$ cat src/rtl/core/sbq_pkg.sv
// ----------------------------------------------------------------------------
// sbq_pkg
// Shared types, constants and helpers for the stacked biquad filter.
// ----------------------------------------------------------------------------
`default_nettype none

package sbq_pkg;

	// Delay line format is Q9.31 in 40 bits.
	localparam int DLY_W = 40;
	// Floored product signal*coef, before the 40-bit saturation.
	localparam int PROD_W = 42;
	// Width of the section adders, wide enough for +-2p - m + s2.
	localparam int SUM_W = 45;
	// The 40-bit operand is split into a signed high part and a 16-bit low part.
	localparam int SPLIT = 16;
	localparam int MUL_OP_W = DLY_W - SPLIT + 1;

	localparam int COEF_IDX_W = 5;
	localparam int COEF_VALUE_W = 32;
	localparam int DLY_IDX_W = 4;
	localparam int CFG_IDX_W = 2;

	localparam logic OP_FILTER = 1'b0;
	localparam logic OP_COEF = 1'b1;

	localparam logic [CFG_IDX_W-1:0] CFG_HIGHPASS = 2'd0;
	localparam logic [CFG_IDX_W-1:0] CFG_LOWPASS = 2'd1;

	// Access request from the sequencer to the state store.
	typedef struct packed {
		logic coef_we;
		logic [COEF_IDX_W-1:0] coef_wa;
		logic [COEF_IDX_W-1:0] coef_ra;
		logic dly_we;
		logic [DLY_IDX_W-1:0] dly_wa;
		logic [DLY_IDX_W-1:0] dly_ra;
		logic dly_clr;
	} store_req_t;

	// Saturate a section sum to the signed 40-bit delay range.
	function automatic logic signed [DLY_W-1:0] sat_dly(input logic signed [SUM_W-1:0] v);
		logic signed [DLY_W-1:0] r;
		if (v[SUM_W-1:DLY_W-1] != {(SUM_W-DLY_W+1){v[SUM_W-1]}}) begin
			r = v[SUM_W-1] ? {1'b1, {(DLY_W-1){1'b0}}} : {1'b0, {(DLY_W-1){1'b1}}};
		end else begin
			r = v[DLY_W-1:0];
		end
		return r;
	endfunction

endpackage

`default_nettype wire

$ cat src/rtl/core/sbq_ram.sv
// ----------------------------------------------------------------------------
// sbq_ram
// Generic simple dual-port RAM: one write port, one read port, registered read.
// ----------------------------------------------------------------------------
`default_nettype none

module sbq_ram #(
	parameter int WIDTH = 32,
	parameter int DEPTH = 16
) (
	input  wire logic                     clk,
	input  wire logic                     we,
	input  wire logic [$clog2(DEPTH)-1:0] waddr,
	input  wire logic [WIDTH-1:0]         wdata,
	input  wire logic [$clog2(DEPTH)-1:0] raddr,
	output logic      [WIDTH-1:0]         rdata
);

	logic [WIDTH-1:0] mem_q [DEPTH];
	logic [WIDTH-1:0] rdata_q;

	always_ff @(posedge clk) begin
		if (we) begin
			mem_q[waddr] <= wdata;
		end
		rdata_q <= mem_q[raddr];
	end

	assign rdata = rdata_q;

endmodule

`default_nettype wire

$ cat src/rtl/core/sbq_mulc.sv
// ----------------------------------------------------------------------------
// sbq_mulc
// Shared coefficient multiplier: floor(a * c / 2^(COEF_BITS-2)) for a 40-bit
// signal, computed as two partial products on one multiplier.
// ----------------------------------------------------------------------------
`default_nettype none

module sbq_mulc import sbq_pkg::*; #(
	parameter int COEF_BITS = 32
) (
	input  wire logic                        clk,
	input  wire logic                        arst_n,
	input  wire logic                        start,
	input  wire logic signed [DLY_W-1:0]     a,
	input  wire logic signed [COEF_BITS-1:0] c,
	output logic                             done,
	output logic signed [PROD_W-1:0]         res
);

	localparam int M_W = MUL_OP_W + COEF_BITS;
	localparam int F_W = M_W + SPLIT;
	localparam int FRAC_SHIFT = COEF_BITS - 2;

	typedef enum logic [3:0] {
		PH_IDLE = 4'b0001,
		PH_HI   = 4'b0010,
		PH_LO   = 4'b0100,
		PH_SUM  = 4'b1000
	} phase_t;

	phase_t phase_q;
	logic done_q;
	logic signed [DLY_W-1:0] a_q;
	logic signed [COEF_BITS-1:0] c_q;
	logic signed [M_W-1:0] ph_q;
	logic signed [M_W-1:0] pl_q;
	logic signed [PROD_W-1:0] res_q;

	logic signed [MUL_OP_W-1:0] m_a;
	logic signed [M_W-1:0] m_p;
	logic signed [F_W-1:0] full;
	logic signed [F_W-1:0] shifted;

	// High part is signed, low part is a plain 16-bit magnitude.
	always_comb begin
		case (phase_q)
			PH_HI:   m_a = MUL_OP_W'(signed'(a_q[DLY_W-1:SPLIT]));
			default: m_a = MUL_OP_W'(a_q[SPLIT-1:0]);
		endcase
	end

	assign m_p = m_a * c_q;
	assign full = {ph_q, {SPLIT{1'b0}}} + F_W'(pl_q);
	assign shifted = full >>> FRAC_SHIFT;

	always_ff @(posedge clk or negedge arst_n) begin
		if (!arst_n) begin
			phase_q <= PH_IDLE;
			done_q <= 1'b0;
		end else begin
			done_q <= 1'b0;
			case (phase_q)
				PH_IDLE: begin
					if (start) begin
						phase_q <= PH_HI;
					end
				end
				PH_HI:  phase_q <= PH_LO;
				PH_LO:  phase_q <= PH_SUM;
				PH_SUM: begin
					phase_q <= PH_IDLE;
					done_q <= 1'b1;
				end
				default: phase_q <= PH_IDLE;
			endcase
		end
	end

	always_ff @(posedge clk) begin
		if (start && phase_q == PH_IDLE) begin
			a_q <= a;
			c_q <= c;
		end
		if (phase_q == PH_HI) begin
			ph_q <= m_p;
		end
		if (phase_q == PH_LO) begin
			pl_q <= m_p;
		end
		if (phase_q == PH_SUM) begin
			res_q <= shifted[PROD_W-1:0];
		end
	end

	assign done = done_q;
	assign res = res_q;

endmodule

`default_nettype wire

$ cat src/rtl/core/sbq_store.sv
// ----------------------------------------------------------------------------
// sbq_store
// Coefficient and section delay memories with per-entry valid bits, so that
// entries read as zero until first written after reset.
// ----------------------------------------------------------------------------
`default_nettype none

module sbq_store import sbq_pkg::*; #(
	parameter int COEF_BITS = 32,
	parameter int SECTIONS = 3
) (
	input  wire logic                 clk,
	input  wire logic                 arst_n,
	input  wire store_req_t           req,
	input  wire logic [COEF_BITS-1:0] coef_wdata,
	input  wire logic [DLY_W-1:0]     dly_wdata,
	output logic      [COEF_BITS-1:0] coef_rdata,
	output logic      [DLY_W-1:0]     dly_rdata
);

	localparam int NCOEF = 6 * SECTIONS;
	localparam int NDLY = 4 * SECTIONS;
	localparam int CA_W = $clog2(NCOEF);
	localparam int DA_W = $clog2(NDLY);

	logic [CA_W-1:0] ca_wa;
	logic [CA_W-1:0] ca_ra;
	logic [DA_W-1:0] da_wa;
	logic [DA_W-1:0] da_ra;

	logic [NCOEF-1:0] coef_vld_q;
	logic [NDLY-1:0] dly_vld_q;
	logic coef_rvld_q;
	logic dly_rvld_q;

	logic [COEF_BITS-1:0] coef_ram_q;
	logic [DLY_W-1:0] dly_ram_q;

	assign ca_wa = req.coef_wa[CA_W-1:0];
	assign ca_ra = req.coef_ra[CA_W-1:0];
	assign da_wa = req.dly_wa[DA_W-1:0];
	assign da_ra = req.dly_ra[DA_W-1:0];

	// Valid bits are read with the same timing as the registered RAM data.
	always_ff @(posedge clk or negedge arst_n) begin
		if (!arst_n) begin
			coef_vld_q <= '0;
			dly_vld_q <= '0;
			coef_rvld_q <= 1'b0;
			dly_rvld_q <= 1'b0;
		end else begin
			coef_rvld_q <= coef_vld_q[ca_ra];
			dly_rvld_q <= dly_vld_q[da_ra];
			if (req.coef_we) begin
				coef_vld_q[ca_wa] <= 1'b1;
			end
			if (req.dly_we) begin
				dly_vld_q[da_wa] <= 1'b1;
			end
			if (req.dly_clr) begin
				dly_vld_q[0] <= 1'b0;
				dly_vld_q[1] <= 1'b0;
			end
		end
	end

	sbq_ram #(
		.WIDTH(COEF_BITS),
		.DEPTH(NCOEF)
	) u_coef_ram (
		.clk  (clk),
		.we   (req.coef_we),
		.waddr(ca_wa),
		.wdata(coef_wdata),
		.raddr(ca_ra),
		.rdata(coef_ram_q)
	);

	sbq_ram #(
		.WIDTH(DLY_W),
		.DEPTH(NDLY)
	) u_dly_ram (
		.clk  (clk),
		.we   (req.dly_we),
		.waddr(da_wa),
		.wdata(dly_wdata),
		.raddr(da_ra),
		.rdata(dly_ram_q)
	);

	assign coef_rdata = coef_rvld_q ? coef_ram_q : '0;
	assign dly_rdata = dly_rvld_q ? dly_ram_q : '0;

endmodule

`default_nettype wire

$ cat src/rtl/core/stacked_biquad_highpass_lowpass.sv
// ----------------------------------------------------------------------------
// stacked_biquad_highpass_lowpass
// Mono audio filter: a highpass stack followed by a lowpass stack, each made
// of SECTIONS transposed direct form II biquads sharing one multiplier.
// ----------------------------------------------------------------------------
//
// Channel   Direction  Handshake                    Payload
// item      in         item_valid / item_ready      opcode, sample_in, coef_index, coef_value
// result    out        result_valid / result_ready  sample_out, clipped
// cfg       in         cfg_valid / cfg_ready        cfg_index, cfg_data
//
// A coefficient write is complete once it is accepted. A sample runs through 0,
// SECTIONS or 2*SECTIONS sections, as the mode bits select. Each section reads
// its memories in the states RD0 to RD3, then waits in MP, MB1 and MB2 for the
// three products on the shared two-pass multiplier. Reset clears the control
// registers and the memory valid bits at once; no clearing pass is needed. A new
// item transfer is taken while the previous result still waits; only the next
// finished sample stalls until the result slot is free.
//
`default_nettype none

module stacked_biquad_highpass_lowpass import sbq_pkg::*; #(
	parameter int SAMPLE_BITS = 24,
	parameter int COEF_BITS = 32,
	parameter int SECTIONS = 3
) (
	input  wire logic                          clk,
	input  wire logic                          arst_n,
	// Item channel.
	input  wire logic                          item_valid,
	output logic                               item_ready,
	input  wire logic                          opcode,
	input  wire logic signed [SAMPLE_BITS-1:0] sample_in,
	input  wire logic [COEF_IDX_W-1:0]         coef_index,
	input  wire logic signed [COEF_VALUE_W-1:0] coef_value,
	// Result channel.
	output logic                               result_valid,
	input  wire logic                          result_ready,
	output logic signed [SAMPLE_BITS-1:0]      sample_out,
	output logic                               clipped,
	// Configuration channel.
	input  wire logic                          cfg_valid,
	output logic                               cfg_ready,
	input  wire logic [CFG_IDX_W-1:0]          cfg_index,
	input  wire logic                          cfg_data
);

	localparam int NCOEF = 6 * SECTIONS;
	localparam int NDLY = 4 * SECTIONS;
	localparam int CA_W = $clog2(NCOEF);
	localparam int DA_W = $clog2(NDLY);
	localparam int SEC_W = (SECTIONS > 1) ? $clog2(SECTIONS) : 1;
	// Shift between the sample format and the Q9.31 delay format.
	localparam int IO_SHIFT = 32 - SAMPLE_BITS;

	localparam logic [COEF_IDX_W-1:0] NCOEF_IDX = COEF_IDX_W'(NCOEF);
	localparam logic [CA_W-1:0] LP_CBASE = CA_W'(3 * SECTIONS);
	localparam logic [DA_W-1:0] LP_DBASE = DA_W'(2 * SECTIONS);
	localparam logic [CA_W-1:0] CI_STEP = CA_W'(3);
	localparam logic [DA_W-1:0] DI_STEP = DA_W'(2);
	localparam logic [SEC_W-1:0] SEC_LAST = SEC_W'(SECTIONS - 1);

	// Per-section sequence: the read states RD0 to RD3, then one wait state per product.
	typedef enum logic [8:0] {
		ST_IDLE = 9'b000000001,
		ST_RD0  = 9'b000000010,
		ST_RD1  = 9'b000000100,
		ST_RD2  = 9'b000001000,
		ST_RD3  = 9'b000010000,
		ST_MP   = 9'b000100000,
		ST_MB1  = 9'b001000000,
		ST_MB2  = 9'b010000000,
		ST_DONE = 9'b100000000
	} state_t;

	state_t state_q;
	logic hp_on_q;
	logic lp_on_q;
	logic filt_q;
	logic [SEC_W-1:0] sec_q;
	logic [CA_W-1:0] ci_q;
	logic [DA_W-1:0] di_q;
	logic result_valid_q;

	// Datapath registers.
	logic signed [DLY_W-1:0] x_q;
	logic signed [DLY_W-1:0] s1_q;
	logic signed [DLY_W-1:0] s2_q;
	logic signed [DLY_W-1:0] y_q;
	logic signed [PROD_W-1:0] p_q;
	logic signed [COEF_BITS-1:0] b1_q;
	logic signed [COEF_BITS-1:0] b2_q;
	logic signed [SAMPLE_BITS-1:0] sample_out_q;
	logic clipped_q;

	logic item_xfer;
	logic sample_xfer;
	logic result_free;

	store_req_t store_req;
	logic signed [COEF_BITS-1:0] coef_rdata;
	logic signed [DLY_W-1:0] dly_rdata;
	logic signed [DLY_W-1:0] dly_wdata;

	logic mul_start;
	logic signed [DLY_W-1:0] mul_a;
	logic signed [COEF_BITS-1:0] mul_c;
	logic mul_done;
	logic signed [PROD_W-1:0] mul_res;

	logic signed [DLY_W-1:0] x_in;
	logic signed [SUM_W-1:0] p2;
	logic signed [SUM_W-1:0] sum_sel;
	logic signed [DLY_W-1:0] sat_out;
	logic signed [DLY_W-1:0] out_shifted;
	logic out_clip;
	logic signed [SAMPLE_BITS-1:0] out_sat;

	logic [CA_W-1:0] coef_ra;
	logic [DA_W-1:0] dly_ra;
	logic [DA_W-1:0] dly_wa;

	assign item_ready = (state_q == ST_IDLE);
	assign item_xfer = item_valid && item_ready;
	assign sample_xfer = item_xfer && (opcode == OP_FILTER);
	assign result_free = !result_valid_q || result_ready;
	assign cfg_ready = 1'b1;

	// The sample enters the Q9.31 domain.
	assign x_in = {{(DLY_W-SAMPLE_BITS){sample_in[SAMPLE_BITS-1]}}, sample_in} <<< IO_SHIFT;

	// One saturating adder serves the three section updates:
	//   y  = p + s1
	//   s1 = +-2p - y*b1 + s2   (minus sign in highpass sections)
	//   s2 = p - y*b2
	assign p2 = SUM_W'(p_q) <<< 1;

	always_comb begin
		case (state_q)
			ST_MP:   sum_sel = SUM_W'(mul_res) + SUM_W'(s1_q);
			ST_MB1:  sum_sel = (filt_q ? p2 : -p2) - SUM_W'(mul_res) + SUM_W'(s2_q);
			default: sum_sel = SUM_W'(p_q) - SUM_W'(mul_res);
		endcase
	end

	assign sat_out = sat_dly(sum_sel);
	assign dly_wdata = sat_out;

	// Multiplier operands: x*a0 starts while b1 and b2 are still being read;
	// y*b1 starts as soon as y is known, y*b2 right after.
	always_comb begin
		mul_start = 1'b0;
		mul_a = y_q;
		mul_c = b2_q;
		case (state_q)
			ST_RD1: begin
				mul_start = 1'b1;
				mul_a = x_q;
				mul_c = coef_rdata;
			end
			ST_MP: begin
				mul_start = mul_done;
				mul_a = sat_out;
				mul_c = b1_q;
			end
			ST_MB1: begin
				mul_start = mul_done;
			end
			default: begin
				mul_start = 1'b0;
			end
		endcase
	end

	// Memory addresses: terms a0, b1, b2 follow the coefficient base, and the
	// two delays of a section follow the delay base.
	always_comb begin
		case (state_q)
			ST_RD1:  coef_ra = ci_q + CA_W'(1);
			ST_RD2:  coef_ra = ci_q + CA_W'(2);
			default: coef_ra = ci_q;
		endcase
	end

	assign dly_ra = (state_q == ST_RD1) ? di_q + DA_W'(1) : di_q;
	assign dly_wa = (state_q == ST_MB2) ? di_q + DA_W'(1) : di_q;

	always_comb begin
		store_req.coef_we = item_xfer && (opcode == OP_COEF) && (coef_index < NCOEF_IDX);
		store_req.coef_wa = coef_index;
		store_req.coef_ra = COEF_IDX_W'(coef_ra);
		store_req.dly_we = mul_done && (state_q == ST_MB1 || state_q == ST_MB2);
		store_req.dly_wa = DLY_IDX_W'(dly_wa);
		store_req.dly_ra = DLY_IDX_W'(dly_ra);
		// With the highpass off, its first section is held at rest.
		store_req.dly_clr = sample_xfer && !hp_on_q;
	end

	sbq_store #(
		.COEF_BITS(COEF_BITS),
		.SECTIONS (SECTIONS)
	) u_store (
		.clk       (clk),
		.arst_n    (arst_n),
		.req       (store_req),
		.coef_wdata(coef_value[COEF_BITS-1:0]),
		.dly_wdata (dly_wdata),
		.coef_rdata(coef_rdata),
		.dly_rdata (dly_rdata)
	);

	sbq_mulc #(
		.COEF_BITS(COEF_BITS)
	) u_mulc (
		.clk   (clk),
		.arst_n(arst_n),
		.start (mul_start),
		.a     (mul_a),
		.c     (mul_c),
		.done  (mul_done),
		.res   (mul_res)
	);

	// Output: floor back to the sample format and saturate.
	assign out_shifted = x_q >>> IO_SHIFT;
	assign out_clip = out_shifted[DLY_W-1:SAMPLE_BITS-1] !=
		{(DLY_W-SAMPLE_BITS+1){out_shifted[DLY_W-1]}};

	always_comb begin
		if (!out_clip) begin
			out_sat = out_shifted[SAMPLE_BITS-1:0];
		end else if (out_shifted[DLY_W-1]) begin
			out_sat = {1'b1, {(SAMPLE_BITS-1){1'b0}}};
		end else begin
			out_sat = {1'b0, {(SAMPLE_BITS-1){1'b1}}};
		end
	end

	// Control state.
	always_ff @(posedge clk or negedge arst_n) begin
		if (!arst_n) begin
			state_q <= ST_IDLE;
			hp_on_q <= 1'b0;
			lp_on_q <= 1'b0;
			filt_q <= 1'b0;
			sec_q <= '0;
			ci_q <= '0;
			di_q <= '0;
			result_valid_q <= 1'b0;
		end else begin
			if (cfg_valid && cfg_ready) begin
				case (cfg_index)
					CFG_HIGHPASS: hp_on_q <= cfg_data;
					CFG_LOWPASS:  lp_on_q <= cfg_data;
					default: ;
				endcase
			end

			if (state_q == ST_DONE && result_free) begin
				result_valid_q <= 1'b1;
			end else if (result_ready) begin
				result_valid_q <= 1'b0;
			end

			case (state_q)
				ST_IDLE: begin
					if (sample_xfer) begin
						sec_q <= '0;
						if (hp_on_q) begin
							filt_q <= 1'b0;
							ci_q <= '0;
							di_q <= '0;
							state_q <= ST_RD0;
						end else if (lp_on_q) begin
							filt_q <= 1'b1;
							ci_q <= LP_CBASE;
							di_q <= LP_DBASE;
							state_q <= ST_RD0;
						end else begin
							state_q <= ST_DONE;
						end
					end
				end
				ST_RD0: state_q <= ST_RD1;
				ST_RD1: state_q <= ST_RD2;
				ST_RD2: state_q <= ST_RD3;
				ST_RD3: state_q <= ST_MP;
				ST_MP: begin
					if (mul_done) begin
						state_q <= ST_MB1;
					end
				end
				ST_MB1: begin
					if (mul_done) begin
						state_q <= ST_MB2;
					end
				end
				ST_MB2: begin
					if (mul_done) begin
						// The lowpass bases follow directly after the highpass ones.
						if (sec_q != SEC_LAST) begin
							sec_q <= sec_q + SEC_W'(1);
							ci_q <= ci_q + CI_STEP;
							di_q <= di_q + DI_STEP;
							state_q <= ST_RD0;
						end else if (!filt_q && lp_on_q) begin
							filt_q <= 1'b1;
							sec_q <= '0;
							ci_q <= ci_q + CI_STEP;
							di_q <= di_q + DI_STEP;
							state_q <= ST_RD0;
						end else begin
							state_q <= ST_DONE;
						end
					end
				end
				ST_DONE: begin
					if (result_free) begin
						state_q <= ST_IDLE;
					end
				end
				default: state_q <= ST_IDLE;
			endcase
		end
	end

	// Datapath registers.
	always_ff @(posedge clk) begin
		if (sample_xfer) begin
			x_q <= x_in;
		end
		if (state_q == ST_RD1) begin
			s1_q <= dly_rdata;
		end
		if (state_q == ST_RD2) begin
			b1_q <= coef_rdata;
			s2_q <= dly_rdata;
		end
		if (state_q == ST_RD3) begin
			b2_q <= coef_rdata;
		end
		if (state_q == ST_MP && mul_done) begin
			p_q <= mul_res;
			y_q <= sat_out;
		end
		if (state_q == ST_MB2 && mul_done) begin
			x_q <= y_q;
		end
		if (state_q == ST_DONE && result_free) begin
			sample_out_q <= out_sat;
			clipped_q <= out_clip;
		end
	end

	assign result_valid = result_valid_q;
	assign sample_out = sample_out_q;
	assign clipped = clipped_q;

`ifndef NO_ASSERTIONS
	// A product may only complete while the sequencer waits for one.
	a_done_in_wait: assert property (@(posedge clk) disable iff (!arst_n)
		mul_done |-> (state_q == ST_MP || state_q == ST_MB1 || state_q == ST_MB2))
		else $error("multiplier finished outside a wait state");

	// An accepted sample always starts work.
	a_sample_starts: assert property (@(posedge clk) disable iff (!arst_n)
		sample_xfer |=> (state_q != ST_IDLE))
		else $error("sample transfer left the sequencer idle");

	// Delay writes stay inside the delay memory.
	a_dly_write_range: assert property (@(posedge clk) disable iff (!arst_n)
		store_req.dly_we |-> (int'(store_req.dly_wa) < NDLY))
		else $error("delay write address out of range");

	// The section counter never runs past the last section.
	a_sec_range: assert property (@(posedge clk) disable iff (!arst_n)
		(state_q != ST_IDLE) |-> (int'(sec_q) < SECTIONS))
		else $error("section counter out of range");
`endif

endmodule

`default_nettype wire

$ cat config.mk
export PLATFORM = sky130hd
export DESIGN_NAME = stacked_biquad_highpass_lowpass
export DESIGN_NICKNAME = d
export VERILOG_FILES = /design/src/rtl/core/sbq_pkg.sv /design/src/rtl/core/sbq_ram.sv /design/src/rtl/core/sbq_mulc.sv /design/src/rtl/core/sbq_store.sv /design/src/rtl/core/stacked_biquad_highpass_lowpass.sv
export SDC_FILE = /design/constraint.sdc
export NUM_CORES = 2
export LEC_CHECK = 0
export ABC_CLOCK_PERIOD_IN_PS = 18100
export BUFFER_PORTS_ARGS = -buffer_cell sky130_fd_sc_hd__buf_4
export CAP_MARGIN = 20
export CORE_ASPECT_RATIO = 1.1
export CORE_MARGIN = 3
export CORE_UTILIZATION = 55
export CTS_BUF_LIST = sky130_fd_sc_hd__clkbuf_2 sky130_fd_sc_hd__clkbuf_4 sky130_fd_sc_hd__clkbuf_8
export DETAILED_ROUTE_END_ITERATION = 8
export GPL_ROUTABILITY_DRIVEN = 1
export GPL_TIMING_DRIVEN = 1
export PLACE_DENSITY = 0.71
export SYNTH_ARGS = -nofsm -noshare
export SYNTH_HDL_FRONTEND = slang
export SYNTH_HIERARCHICAL = 1
export SYNTH_SLANG_ARGS = --single-unit
$ cat constraint.sdc
create_clock -name clk -period 18.1 [get_ports clk]
set_input_delay 2.715 -clock clk [delete_from_list [all_inputs] [get_ports clk]]
set_output_delay 2.715 -clock clk [all_outputs]
set_load 0.1 [all_outputs]
After elaboration in Yosys (flattened, before gate mapping)
Memory sizes are Yosys's and may differ from the RTL's. A register that Yosys moved wholly into a read port is not among the register bits.
Cells that the tools add are included.
W data, S select, Z words.
Word-level totals
  register bits: 579
  RAM bits: 1056
  bits of input ports: 70
  output and inout bits: 28
  logic and storage cells: 183
  memories: 2
Memories
  u_store.u_coef_ram.mem_q: words 18, bits a word 32, rd ports 1, clocked after memory_dff 1, wr ports 1, line sbq_ram.sv:19  | logic [WIDTH-1:0] mem_q [DEPTH];
  u_store.u_dly_ram.mem_q: words 12, bits a word 40, rd ports 1, clocked after memory_dff 1, wr ports 1, line sbq_ram.sv:19
Cells by class
  $add $sub $neg: 12
  multiply operators: 1
  magnitude comparators: 7
  equality and inequality tests: 27
  mux-type cells: 72
  bitwise operators: 3
  reductions and logical operators: 30
Operators with widths (count)
  $mux W40: 5
  $pmux W45 S2: 1
  $mux W9: 9
  $pmux W9 S9: 1
  $pmux W40 S2: 1
  $add A72 B72 Y72: 1
  $pmux W32 S2: 1
  $mul A25 B32 Y57: 1
  $mux W24: 2
  $add A45 B40 Y45: 1
  $mux W45: 1
  $neg A43 Y45: 1
  $sub A45 B42 Y45: 1
  $add A42 B40 Y43: 1
  $sub A42 B42 Y43: 1
  $mux W4: 9
  $mux W32: 1
  $mux W5: 6
  $mux W25: 1
  $pmux W5 S2: 2
  $or A18 B18 Y18: 1
  $mux W1: 17
  $logic_and A1 B1 Y1: 13
  $lt A5 B6 Y1 const B: 2
  other kinds (49): 72

Logic depth before layout (Yosys ltp)
  depth after elaboration: 9
  depth in mapped cells: 33

By module
The synthesis kept the hierarchy.
By module, submodules not included
  sbq_mulc: instances 1, cells each 3673, area each 37438.4 µm², sequential area each 6462.4 µm²
  stacked_biquad_highpass_lowpass: instances 1, cells each 2484, area each 23074.6 µm², sequential area each 9315.2 µm²
  sbq_ram (u_store.u_coef_ram): instances 1, cells each 1055, area each 22705.5 µm², sequential area each 17937.2 µm²
  sbq_ram (u_store.u_dly_ram): instances 1, cells each 825, area each 19058.3 µm², sequential area each 15214.6 µm²
  sbq_store: instances 1, cells each 188, area each 1898.1 µm², sequential area each 800.8 µm²

Worst setup path after synthesis
OpenSTA, ideal clock, no wires.
  path type: register to register
  from: register u_mulc.phase_q[3]
  to: register u_mulc.pl_q[56], data pin
  library setup time: 0.260 ns
  arrival time: 9.030 ns
  data required time: 17.840 ns
  path slack: 8.810 ns
  stages on the path, launching flop included: 26
  buffers on the path: 4
  path through: dfrtp_1 clkbuf_1 nor4b_1 clkbuf_1 clkbuf_1 and3_1 fa_1 fa_1 fa_1 fa_1 fa_1 fa_1 inv_1 fa_1 inv_1 ha_1 and2_1 clkbuf_1 a31o_2 a221oi_1 a211oi_1 o21ai_2 o21ai_1 or4b_1 o221ai_2 xnor2_1
On the way
  longest elaborated chain between the ends: 3
Ends and longest elaborated chain
  start: declaration: line sbq_mulc.sv:31  | phase_t phase_q;
  start signal: assignment: line sbq_mulc.sv:58  | phase_q <= PH_IDLE;
  start signal: assignment: line sbq_mulc.sv:65  | phase_q <= PH_HI;
  start signal: assignment: line sbq_mulc.sv:68  | PH_HI: phase_q <= PH_LO;
  $eq A4 B2 Y1: line sbq_mulc.sv:46  | case (phase_q)
  $mux W25: line sbq_mulc.sv:46
  $mul A25 B32 Y57: line sbq_mulc.sv:52  | assign m_p = m_a * c_q;
  named net u_mulc.m_p[56]: line sbq_mulc.sv:40  | logic signed [M_W-1:0] m_p;
  end signal: assignment: line sbq_mulc.sv:88  | pl_q <= m_p;
  end: declaration: line sbq_mulc.sv:36  | logic signed [M_W-1:0] pl_q;
The timed path passes the listed nets, and every way through them passes these cells.
A chain may end at the register's enable or synchronous reset.

Final worst setup path
  from: register u_mulc.phase_q[1]
  to: register u_mulc.pl_q[53], data pin
Same word-level chain as after synthesis.

==> flow_summary_export.csv <==
group,metric,value,unit
setup_path,slowest_delay,0.93,ns
yosys,synth_edf_count,1558,
pwr,vdd_drop_max,95.2,uV
drt,drt-initial-drc-count,6193,
yosys,synthTopCellsByCount,"edfxtp_1 (1558), inv_1 (1013), fa_1 (866)",
timing,hold_viol,0,
placement,place.port_buffers,96,
yosys,async_flop_share,0.0355,
clocking,cts_root_buffer,"clkbuf_8",
timing,fmax,103,MHz
clocking,htree_levels,5,
pwr,p_leak,46.4,nW
clocking,clock_path_buffers,4,
setup_path,path_max_fanout,156,
timing,timing.setup.tns,0,ns
pwr,power,7.70,mW
yosys,yosys.area.top_type,"edfxtp_1",
placement,dpl.hpwl,199,mm
floorplan,ioPinCount,98,
final_layout,drive_gt1_frac,0.129,
clocking,post_cts_buffers,0,
setup_path,cp.required,18.90,ns
yosys,synth_seq_area_share,0.477,
global_route,grt_pass1_vias,69200,
setup_path,cp-end-kind,"register",
setup_path,path_buf_inv,6,
drt,drtPass1Iterations,6,
clocking,worstSkewPairLatency,1.04,ns
yosys,synthCells,8225,
global_route,grt_pass1_wl,427,mm
clocking,cts.clk_slew.worst_paths,0.06,ns
yosys,yosysMostFrequentCell,"edfxtp_1",
final_layout,nets,9648,
drt,drc,0,
yosys,synth_top_cell_area_share,0.449,
final_layout,design_area,114000,um^2
global_route,gr-usage-all-layers,0.290,
yosys,ys_seq_elements,1690,
yosys,synth.avg_cell_area,12.7,um^2
yosys,synthTopCellsByArea,"edfxtp_1 (45%), fa_1 (17%), ha_1 (4.1%)",
floorplan,die_h,462,um
drt,viasPerCell,6.01,
setup_path,worstSetupStartpointType,"register",
clocking,cts_hold_buf,0,
min_path,worstHoldPathType,"register to register",
floorplan,die-area,195000,um^2
setup_path,slowest_stage,"fa_1",
yosys,synth_cell_types,111,
outcome,outcome,"complete, no violations",
floorplan,core.rowCount,166,
clocking,clock-sinks,1690,
setup_path,crit_path_frequent_cell,"fa_1",
setup_path,critPathTopFamily,"adder cells",
global_route,antenna_found_initial,12,
drt,num_vias,66700,
timing,max_slew_margin,0.259,
timing,fin_crit,9.69,ns
timing,skew,0.0820,ns
placement,placed_cells,10600,
clocking,post_cts_resized,0,
global_route,grt_max_degree,157,
pwr,powerDensity,67.7,nW/um^2
drt,ant_nets,0,
clocking,cts_made_buffers,284,
setup_path,crit_type,"register to register",
timing,worstMarginPinSlew,1.11,ns
placement,gp_congestion,0.981,
final_layout,instances_no_fill,11100,
drt,wl_per_cell,25.4,um
floorplan,start_util,0.557,
timing,period_share,0.536,
job,cap_viol_max_count,0,
setup_path,arrival,10.50,ns
drt,totalWireLength,281,mm
final_layout,synthToLayoutAreaGrowth,9.13,%
yosys,syn_nets,9504,
timing,slew_viol_final,0,
clocking,tritoncts,"yes",
yosys,synth_ff_type,"edfxtp_1",
floorplan,core-area,187000,um^2
placement,placed_area,108000,um^2
timing,rsz0062_at_grt,"no",
yosys,synth_area,104000,um^2
global_route,grt.overflow.total,0,
floorplan,die_w,421,um
timing,setup_viol,0,
yosys,yosysWarningCount,6,
-- layout by cell type (no fill, tap or decap), types with 21 or more instances in the layout --
cell	n
dfxtp_1	72
nand2b_1	49
a21oi_1	293
mux4_2	181
o21a_1	53
nor2b_1	142
nand4_1	52
xnor2_1	177
clkbuf_4	89
nor3_1	75
a22oi_1	124
mux2i_1	181
nand2_1	810
o221ai_1	31
and3_1	104
o31ai_1	21
o221ai_2	21
xor2_1	86
clkinv_1	32
o21ai_1	69
ha_1	343
clkinv_2	30
nor2_1	225
fa_1	866
mux2_2	48
a21o_1	101
a31oi_1	43
inv_1	1012
a221oi_1	44
clkbuf_8	312
edfxtp_1	1558
nor2_4	26
o21bai_1	36
nand3_1	50
o211ai_1	53
and2_1	301
dfrtp_1	57
o21ai_0	174
a211oi_1	26
buf_4	245
-- stage by stage --
step / utilization / hold slack, ns / setup WS [ns]
final: 0.607 / 0.453 / 8.41
after detailed placement: 0.576 / 0.441 / 8.41
after global placement: 0.576 / 0.434 / 8.58
after floorplan: - / 0.422 / 8.81
after CTS: 0.606 / 0.454 / 8.38
after global routing: 0.607 / 0.473 / 7.73
-- sequential cells by signal, summed over array words and instances (netlist names), 40 cells and up --
name / count
x_q: 40
y_q: 40
u_mulc/a_q: 40
u_mulc/res: 42
u_mulc/ph_q: 56
s1_q: 40
s2_q: 40
u_store/u_dly_ram/mem_q: 480
u_store/u_coef_ram/mem_q: 576
u_store/u_dly_ram/rdata: 40
u_mulc/pl_q: 41
p_q: 42
-- kinds of logic after synthesis --
kind of cell    Yosys count  synth area share
simple gates           1987            0.0949
flops                  1690             0.477
buf+inv                1411            0.0531
compound gates         1248            0.0827
fa+ha+maj              1209             0.208
mux                     414            0.0621
xor+xnor                265            0.0223
other cells               1         0.0000360
-- power by group --
| group | switching (mW) | internal, mW | total (mW) |
|---|---|---|---|
| clock network | 1.50 | 1.92 | 3.42 |
| logic | 0.0332 | 0.0148 | 0.0480 |
| registers | 0.00339 | 4.23 | 4.23 |
-- routing by layer --
layer / up-vias / GRT usage / wire (um)
met5: - / 0 / 52
met4: 4 / 0.111 / 11500
met3: 547 / 0.0483 / 21800
met2: 2858 / 0.468 / 135000
met1: 34200 / 0.397 / 113000
li1: 29000 / - / -
-- area by class of cell --
cell class              instances  area, um^2
multi-input cells            5124       49300
well taps                    2520        3150
flip-flops and latches       1690       49700
inverters                    1014        3810
clock inverters                86         728
clock buffers                 398        4920
repair buffers                255        2000
fillers                     14500       73500
diodes                          5        12.5
-- worst paths after layout --
check | start | to | slack, ns | depth (start not counted)
worst max-delay path | u_mulc/phase_q[1]$_DFFE_PN0P_ | u_mulc/pl_q[53]$_DFFE_PP_ | 8.41 | 25
worst min-delay path | u_store/coef_vld_q[13]$_DFFE_PN0P_ | u_store/coef_vld_q[13]$_DFFE_PN0P_ | 0.45 | 1
worst max register to register | u_mulc/phase_q[1]$_DFFE_PN0P_ | u_mulc/pl_q[53]$_DFFE_PP_ | 8.41 | 25
worst min register to register | u_store/coef_vld_q[13]$_DFFE_PN0P_ | u_store/coef_vld_q[13]$_DFFE_PN0P_ | 0.45 | 1
max in group asynchronous | arst_n | di_q[2]$_DFFE_PN0P_ | 15.69 | 1
min in group asynchronous | arst_n | u_store/coef_vld_q[11]$_DFFE_PN0P_ | 1.75 | 1
No activity file was read; power rests on OpenSTA's default activity.
